### src/rtl/ccbp_pkg.sv
// ----------------------------------------------------------------------------
// ccbp_pkg
// Shared types and constants for the cyclic cubic Bezier path evaluator.
// ----------------------------------------------------------------------------
package ccbp_pkg;

	localparam int NSEG     = 8;
	localparam int SEG_W    = 3;
	localparam int FRAC     = 16;
	localparam int POS_W    = 32;
	localparam int TOT_W    = 35;
	localparam int W_W      = FRAC + 1;
	localparam int CNT_W    = 5;
	localparam int IN_W     = 264;
	localparam int OUT_W    = 104;

	localparam logic [W_W-1:0] ONE = W_W'(1) << FRAC;

	typedef enum logic [3:0] {
		OP_IDLE,
		OP_ACCEPT,
		OP_READ,
		OP_TOT_ADD,
		OP_MOD_INIT,
		OP_MOD_STEP,
		OP_WALK_CHECK,
		OP_DIV_INIT,
		OP_NXT_LATCH,
		OP_DIV_STEP,
		OP_MUL,
		OP_PT_MUL,
		OP_PT_ACC,
		OP_FIN_OK,
		OP_FIN_TZ,
		OP_FIN_DZ
	} op_t;

	typedef struct packed {
		op_t              op;
		logic [SEG_W-1:0] addr;
		logic [CNT_W-1:0] step;
	} cmd_t;

	typedef struct packed {
		logic total_zero;
		logic hit;
		logic dur_zero;
	} sts_t;

	function automatic logic signed [POS_W-1:0] sat32(input logic signed [35:0] v);
		logic signed [35:0] hi;
		logic signed [35:0] lo;
		hi = 36'sh0_7FFF_FFFF;
		lo = -36'sh0_8000_0000;
		if (v > hi) begin
			sat32 = 32'sh7FFF_FFFF;
		end else if (v < lo) begin
			sat32 = 32'sh8000_0000;
		end else begin
			sat32 = v[POS_W-1:0];
		end
	endfunction

endpackage

### src/rtl/ccbp_ctrl.sv
// ----------------------------------------------------------------------------
// ccbp_ctrl
// Sequencer for loads and evaluations; issues one datapath command a cycle.
// ----------------------------------------------------------------------------
module ccbp_ctrl (
	input  logic                  clk,
	input  logic                  arst_n,
	input  logic                  s_tvalid,
	output logic                  s_tready,
	input  logic                  action,
	output logic                  m_tvalid,
	input  logic                  m_tready,
	input  logic [3:0]            seg_count,
	output ccbp_pkg::cmd_t        cmd,
	input  ccbp_pkg::sts_t        sts
);

	typedef enum logic [4:0] {
		ST_IDLE, ST_TOT_RD, ST_TOT_ADD, ST_MOD_INIT, ST_MOD_STEP, ST_WALK_RD,
		ST_WALK_CHK, ST_CUR_RD, ST_CUR_CHK, ST_NXT_RD, ST_NXT_LATCH, ST_DIV_STEP,
		ST_MUL, ST_PT_MUL, ST_PT_ACC, ST_OUT_OK, ST_OUT_TZ, ST_OUT_DZ
	} state_t;

	state_t                          state_q;
	logic [ccbp_pkg::CNT_W-1:0]      cnt_q;
	logic [ccbp_pkg::SEG_W-1:0]      cur_q;
	logic                            m_tvalid_q;
	logic [3:0]                      n;
	logic [3:0]                      cur_inc;
	logic [ccbp_pkg::SEG_W-1:0]      nxt;
	logic [ccbp_pkg::CNT_W-1:0]      last;
	logic                            slot_free;
	logic                            accept;
	logic                            out_set;

	always_comb begin
		if (seg_count == 4'd0) begin
			n = 4'd1;
		end else if (seg_count > 4'(ccbp_pkg::NSEG)) begin
			n = 4'(ccbp_pkg::NSEG);
		end else begin
			n = seg_count;
		end
	end

	assign last      = ccbp_pkg::CNT_W'(n) - ccbp_pkg::CNT_W'(1);
	assign cur_inc   = 4'(cur_q) + 4'd1;
	assign nxt       = (cur_inc == n) ? '0 : cur_inc[ccbp_pkg::SEG_W-1:0];
	assign slot_free = !m_tvalid_q || m_tready;
	assign s_tready  = (state_q == ST_IDLE);
	assign accept    = s_tvalid && s_tready;
	assign m_tvalid  = m_tvalid_q;
	assign out_set   = slot_free && ((state_q == ST_OUT_OK) || (state_q == ST_OUT_TZ) ||
		(state_q == ST_OUT_DZ));

	always_comb begin
		cmd.op   = ccbp_pkg::OP_IDLE;
		cmd.addr = cnt_q[ccbp_pkg::SEG_W-1:0];
		cmd.step = cnt_q;
		unique case (state_q)
			ST_IDLE: begin
				if (accept) cmd.op = ccbp_pkg::OP_ACCEPT;
			end
			ST_TOT_RD, ST_WALK_RD: cmd.op = ccbp_pkg::OP_READ;
			ST_TOT_ADD:   cmd.op = ccbp_pkg::OP_TOT_ADD;
			ST_MOD_INIT: begin
				if (!sts.total_zero) cmd.op = ccbp_pkg::OP_MOD_INIT;
			end
			ST_MOD_STEP:  cmd.op = ccbp_pkg::OP_MOD_STEP;
			ST_WALK_CHK:  cmd.op = ccbp_pkg::OP_WALK_CHECK;
			ST_CUR_RD: begin
				cmd.op   = ccbp_pkg::OP_READ;
				cmd.addr = cur_q;
			end
			ST_CUR_CHK: begin
				if (!sts.dur_zero) cmd.op = ccbp_pkg::OP_DIV_INIT;
			end
			ST_NXT_RD: begin
				cmd.op   = ccbp_pkg::OP_READ;
				cmd.addr = nxt;
			end
			ST_NXT_LATCH: cmd.op = ccbp_pkg::OP_NXT_LATCH;
			ST_DIV_STEP:  cmd.op = ccbp_pkg::OP_DIV_STEP;
			ST_MUL:       cmd.op = ccbp_pkg::OP_MUL;
			ST_PT_MUL:    cmd.op = ccbp_pkg::OP_PT_MUL;
			ST_PT_ACC:    cmd.op = ccbp_pkg::OP_PT_ACC;
			ST_OUT_OK: begin
				cmd.addr = cur_q;
				if (slot_free) cmd.op = ccbp_pkg::OP_FIN_OK;
			end
			ST_OUT_TZ: begin
				if (slot_free) cmd.op = ccbp_pkg::OP_FIN_TZ;
			end
			ST_OUT_DZ: begin
				cmd.addr = cur_q;
				if (slot_free) cmd.op = ccbp_pkg::OP_FIN_DZ;
			end
			default: cmd.op = ccbp_pkg::OP_IDLE;
		endcase
	end

	always_ff @(posedge clk or negedge arst_n) begin
		if (!arst_n) begin
			state_q    <= ST_IDLE;
			cnt_q      <= '0;
			cur_q      <= '0;
			m_tvalid_q <= 1'b0;
		end else begin
			if (out_set) m_tvalid_q <= 1'b1;
			else if (m_tvalid_q && m_tready) m_tvalid_q <= 1'b0;
			unique case (state_q)
				ST_IDLE: begin
					cnt_q <= '0;
					if (accept && action) state_q <= ST_TOT_RD;
				end
				ST_TOT_RD: state_q <= ST_TOT_ADD;
				ST_TOT_ADD: begin
					if (cnt_q == last) begin
						cnt_q   <= '0;
						state_q <= ST_MOD_INIT;
					end else begin
						cnt_q   <= cnt_q + 1'b1;
						state_q <= ST_TOT_RD;
					end
				end
				ST_MOD_INIT: begin
					cnt_q   <= '0;
					state_q <= sts.total_zero ? ST_OUT_TZ : ST_MOD_STEP;
				end
				ST_MOD_STEP: begin
					cnt_q <= cnt_q + 1'b1;
					if (cnt_q == '1) state_q <= ST_WALK_RD;
				end
				ST_WALK_RD: state_q <= ST_WALK_CHK;
				ST_WALK_CHK: begin
					if (sts.hit || cnt_q == last) begin
						cur_q   <= cnt_q[ccbp_pkg::SEG_W-1:0];
						state_q <= ST_CUR_RD;
					end else begin
						cnt_q   <= cnt_q + 1'b1;
						state_q <= ST_WALK_RD;
					end
				end
				ST_CUR_RD: state_q <= ST_CUR_CHK;
				ST_CUR_CHK: state_q <= sts.dur_zero ? ST_OUT_DZ : ST_NXT_RD;
				ST_NXT_RD: state_q <= ST_NXT_LATCH;
				ST_NXT_LATCH: begin
					cnt_q   <= '0;
					state_q <= ST_DIV_STEP;
				end
				ST_DIV_STEP: begin
					if (cnt_q == ccbp_pkg::CNT_W'(ccbp_pkg::FRAC)) begin
						cnt_q   <= '0;
						state_q <= ST_MUL;
					end else begin
						cnt_q <= cnt_q + 1'b1;
					end
				end
				ST_MUL: begin
					if (cnt_q == ccbp_pkg::CNT_W'(5)) begin
						cnt_q   <= '0;
						state_q <= ST_PT_MUL;
					end else begin
						cnt_q <= cnt_q + 1'b1;
					end
				end
				ST_PT_MUL: state_q <= ST_PT_ACC;
				ST_PT_ACC: begin
					if (cnt_q == ccbp_pkg::CNT_W'(11)) begin
						state_q <= ST_OUT_OK;
					end else begin
						cnt_q   <= cnt_q + 1'b1;
						state_q <= ST_PT_MUL;
					end
				end
				ST_OUT_OK, ST_OUT_TZ, ST_OUT_DZ: begin
					if (slot_free) state_q <= ST_IDLE;
				end
				default: state_q <= ST_IDLE;
			endcase
		end
	end

endmodule

### config.mk
export PLATFORM = sky130hd
export DESIGN_NAME = ccbp_ctrl
export DESIGN_NICKNAME = d
export VERILOG_FILES = /design/src/rtl/ccbp_pkg.sv /design/src/rtl/ccbp_ctrl.sv
export SDC_FILE = /design/constraint.sdc
export NUM_CORES = 1
export LEC_CHECK = 0
export ABC_AREA = 1
export BUFFER_PORTS_ARGS = -buffer_cell sky130_fd_sc_hd__buf_2
export CAP_MARGIN = 20
export CORE_MARGIN = 5
export CORE_UTILIZATION = 31
export CTS_BUF_LIST = sky130_fd_sc_hd__clkbuf_2 sky130_fd_sc_hd__clkbuf_4 sky130_fd_sc_hd__clkbuf_8
export DETAILED_ROUTE_END_ITERATION = 12
export HOLD_SLACK_MARGIN = 0.06
export PLACE_DENSITY = 0.56
export SYNTH_ARGS = -nofsm -noshare
export SYNTH_HDL_FRONTEND = slang
export SYNTH_SLANG_ARGS = --single-unit
export TNS_END_PERCENT = 30
### constraint.sdc
create_clock -name clk -period 1.6 [get_ports clk]
set_clock_uncertainty 0.1 [all_clocks]
set_input_delay 0.16 -clock clk [delete_from_list [all_inputs] [get_ports clk]]
set_output_delay 0.16 -clock clk [all_outputs]
set_load 0.05 [all_outputs]
After elaboration in Yosys (flattened, before gate mapping). Cells that the tools add are included.

Reduce and logical (&&, ||, !) cells: 20. Add/subtract/negate cells: 3. Order comparisons: 1. Eq/ne operators: 30. Muxes and demuxes: 30.

Operator list (number): one-hot mux 5 bit (16 select lines) (1); 2-to-1 mux 5 bit (12); one-hot mux 4 bit (15 select lines) (1); == test 5 x 4 -> 1 bit (second input constant) (9); one-hot mux 5 bit (7 select lines) (1); == test 5 x 3 -> 1 bit (second input constant) (5); == test 5 bit (second input constant) (4); 2-to-1 mux 4 bit (5); inequality test 2 bit (second input constant) (6); == test 5 x 2 -> 1 bit (second input constant) (2); 2-to-1 mux 3 bit (3); OR reduction 3 bit (3); nonzero test 7 bit (1); 2-to-1 mux 2 bit (3); one-hot mux 3 bit (2 select lines) (1); adder 5 x 1 -> 5 bit (second input constant) (1); == test 5 x 1 -> 1 bit (second input constant) (1); == test 5 bit (1); logical NOT 5 bit (1); AND reduction 5 bit (1); subtractor 4 x 1 -> 5 bit (second input constant) (1); adder 3 x 1 -> 4 bit (second input constant) (1); == test 4 bit (1); greater-than comparator 4 bit (second input constant) (1); other kinds (10) (18).

Output and inout bits: 14. Register bits after elaboration: 14. Input bits: 12.

Depth between registers and ports, before layout.
Word-level depth: 8. Depth in mapped cells: 14. Gate-level depth less buffers: 14.

Worst setup path before layout. Ideal clock, no wire load.

Kind: register to register. Start point: register cnt_q[1] (netlist bit). End point: register cnt_q[4] (netlist bit). Clock period less this slack: 2004 ps. Cell stages (with the launch flop): 11. Setup time: 118 ps. Buffers on the path: 0. Data arrival time: 1786 ps. Slack: -404 ps. Path through: dfrtp_1 -> ha_1 -> nand2_1 -> nor2_1 -> ha_1 -> nand3_1 -> o21ai_0 -> nor2_1 -> nand2_1 -> nand3_1 -> nand2_1.

Word-level cells in the longest chain between the ends: 4. Elaborated cells between the ends (all ways): 15.

RTL lines: start, declared (line ccbp_ctrl.sv:25) `logic [ccbp_pkg::CNT_W-1:0] cnt_q;`; start signal, assigned (line ccbp_ctrl.sv:122) `cnt_q <= cnt_q + 1'b1;`; start signal, assigned (line ccbp_ctrl.sv:131) `cnt_q <= cnt_q + 1'b1;`; start signal, assigned (line ccbp_ctrl.sv:140) `cnt_q <= cnt_q + 1'b1;`; branches (longest 4 deep; another with adder 5 x 1 -> 5 bit).

Several ways; the timed one is not identified. The select of a mux whose other input is x is not followed. A chain may end at the register's enable or synchronous reset.

==> impl_results.md <==
* Commonest cells post-synth: 78 x nand2_1, 39 x nand3_1, 29 x inv_1
* Post-detail-place hpwl at 4150 microns
* RSZ-0062 raised after global routing: true
* Worst-Margin Slew at around 0.37 ns
* RR Startpoint: state_q[4]$_DFFE_PN0P_
* Global-route wire length before repair at 9160 microns
* Die ar. at 6530 sq um
* N_diodes at 0
* Post-Synthesis Cells at 256
* Fin crit share at 124%
* Yosys reg bits at 14
* Avg WL per Cell at 12.5 microns
* Most common cell in the synthesized netlist: nand2_1
* Later-pin clock latency in the skew report at 0.26 ns
* Remaining DRCs at 0
* Effective utilization at floorplan at between 30% and 40%
* Clk buf depth at 2
* CP max FO at 3
* Path depth of the worst reg2reg path at 12
* Die W at about 81 microns
* Post-Synthesis Mean Instance Area at 6.07 sq um
* FMAX at approximately 500 MHz
* Mapped cell area at around 1600 sq um
* Mux cell area share after synthesis at 0%
* Hold worst-path end: state_q[4]$_DFFE_PN0P_
* Clock sinks at 14
* Pin count of the biggest net entering global routing at 15
* Synth Area in Compound Gates at 8.13%
* Core area at 4790 sq um
* Buffers on Ports at 25
* First drt pass iteration count at 5
* Post-synth ARST share at 100%
* Violated checks: negative setup slack
* Adder-cell share of the synthesized area at 4.83%
* HP Class: input pin to register
* Post-synthesis xor/xnor area fraction at roughly 3.4%
* Initial DRC count at 94
* Clock root buffer master: clkbuf_8
* Final net count at 386
* RR Endpoint: state_q[2]$_DFFE_PN0P_
* Synth Area in Simple Gates at 51.3%
* WHS Path Cells at 3
* Worst setup SP type: register
* Crit path from: cur_q[0]$_DFFE_PN0P_
* Register area share after synthesis at 22.5%
* Cts bufs inserted at 3
* CTS H-tree lvls at 1
* Distinct cell type count after synthesis at 30
* CTS tree: done
* Setup crit end kind: output pin
* Worst path required time at 1.34 ns
* Pwr per Cell Area at approximately 1900 nW/um^2
* Main combinational cell family by area after synthesis: simple AND/OR/NAND/NOR gates
* Outcome: finished, violations left
* GR Util All Layers at between 10% and 20%
* Number of global-route vias before repair at a little over 2000
* Global route overflow at 0
* Vias per std cell at 4.75
* Die extent in y at 80.8 microns
* Syn nets at 274
* Fill cell count at ~470
* IO Count at 26
* Final Hold Vio Count at 0
* Top cell type's share of synthesized area at 22.5%
* Dominant cells by area after synthesis: dfrtp_1 23%, nand2_1 19%, nand3_1 13%
* Pins Over Slew Limit at 0
* Clock transition at path regs at 0.08 ns
* Share of layout cells above drive strength 1 at 51.0%
* Leakage at 1.41 nW
* Final setup viols at 21
* Final GP Congestion at between 0.8 and 0.9
* R2R setup slack at -0.25 ns
* Utilization after layout at between 50% and 60%
* Prevailing post-synth register cell: dfrtp_1
* Number of max-cap violations at 0
* Synthesis Warnings at 0
* CP Class: register to output pin
* Worst Path Arrival at 1.73 ns
* Largest area contributor in the netlist: dfrtp_1
* Post-synth EDFFs at 0
* Post-Place Worst Slack at -0.292 ns
* Peak supply drop at between 0.9 and 1 mV
* Initial antenna violation count at 0
* Post-Route WL at 5450 microns
* Relative slew slack at roughly 75%
* Min Tclk post-route at 1.99 ns
* Hold Crit Start: sts[2]
* Rows at 25
* Layout area overhead at 77.8%
* Worst Slack Setup Final at -0.387 ns
* DR vias at 2062
* Detail Route Antenna Nets at 0
* Power, Total at roughly 5 mW
==> area by class of cell <==
| class | count | area [sq um] | share of cell area [%] |
|---|---|---|---|
| Multi-Input combinational cell | 205 | 1260 | 45.7 |
| Timing Repair Buffer | 111 | 866 | 31.3 |
| Sequential cell | 14 | 360 | 13.0 |
| Inverter | 33 | 134 | 4.85 |
| Tap cell | 67 | 83.8 | 3.03 |
| Clock buffer | 4 | 55.1 | 1.99 |
==> worst max-delay path by stage <==
stage                              to  slack, ns
6_report                       cmd[5]      -0.39
5_1_grt                        cmd[6]      -0.50
4_1_cts                        cmd[6]      -0.37
3_5_place_dp     cnt_q[4]$_DFFE_PN0P_      -0.29
3_3_place_gp     cnt_q[3]$_DFFE_PN0P_      -0.27
2_1_floorplan  state_q[0]$_DFFE_PN0P_      -0.24
==> state kept, by name, summed over array words and instances, names as in the netlist <==
register / cells
state_q: 5
cnt_q: 5
m_tvalid: 1
cur_q: 3
==> cell usage in the layout (no fill, tap or decap), drive strengths merged, types with 4 or more instances in the layout <==
| cell type | instances |
|---|---|
| buf | 110 |
| clkbuf | 4 |
| dfrtp | 14 |
| ha | 6 |
| inv | 31 |
| nand2 | 82 |
| nand3 | 41 |
| nand4 | 7 |
| nor2 | 32 |
| nor3 | 10 |
| o21ai | 13 |
| xor2 | 5 |
==> per-layer routing <==
metal	GRT usage (%)	wire, microns	vias to the layer above
met5	0	0	-
met1	21.8	2420	962
met4	3.72	80	0
met2	31.9	2800	38
li1	-	-	1053
met3	2.88	147	9
==> repair_timing <==
item / 4_1_cts / 5_1_grt
buffers inserted: 9 / 6
gates resized for setup: 54 / 23
endpoints found under the setup margin: 21 / 21
hold buffers: 1 / 0
hold endpoints to repair: 14 / 0
pin swaps: 16 / 21
==> stage by stage <==
stage               cells  setup TNS (ns)  cell area [sq um]  hold WS (ns)
floorplan             256           -3.13               1620        -0.236
global placement      414           -3.96               2330       -0.0206
detailed placement    414           -4.39               2330       -0.0134
CTS                   428           -4.16               2640        0.0983
global route          434           -6.87               2760         0.143
finish                434           -4.52               2760         0.110
==> report_power, final <==
part           internal [mW]  total, mW  switching [mW]
logic                   1.75       4.09            2.35
clock network          0.219      0.374           0.155
registers              0.498      0.664           0.166
==> logic make-up after synthesis <==
| group | count (synthesis) |
|---|---|
| AOI/OAI and AO/OA | 20 |
| xor gates and xnor gates | 6 |
| adders and majority gates | 6 |
| buffers and inverters | 37 |
| DFF | 14 |
| and+or+nand+nor | 173 |
==> critical path: stages (launching register included) <==
cell     delay [ns]
dfrtp_1        0.39
ha_2           0.20
xnor2_2        0.21
xor2_1         0.18
nand4_1        0.15
nand3_1        0.12
nand3_2        0.07
buf_6          0.15
Power figures use the tool's default switching activity.
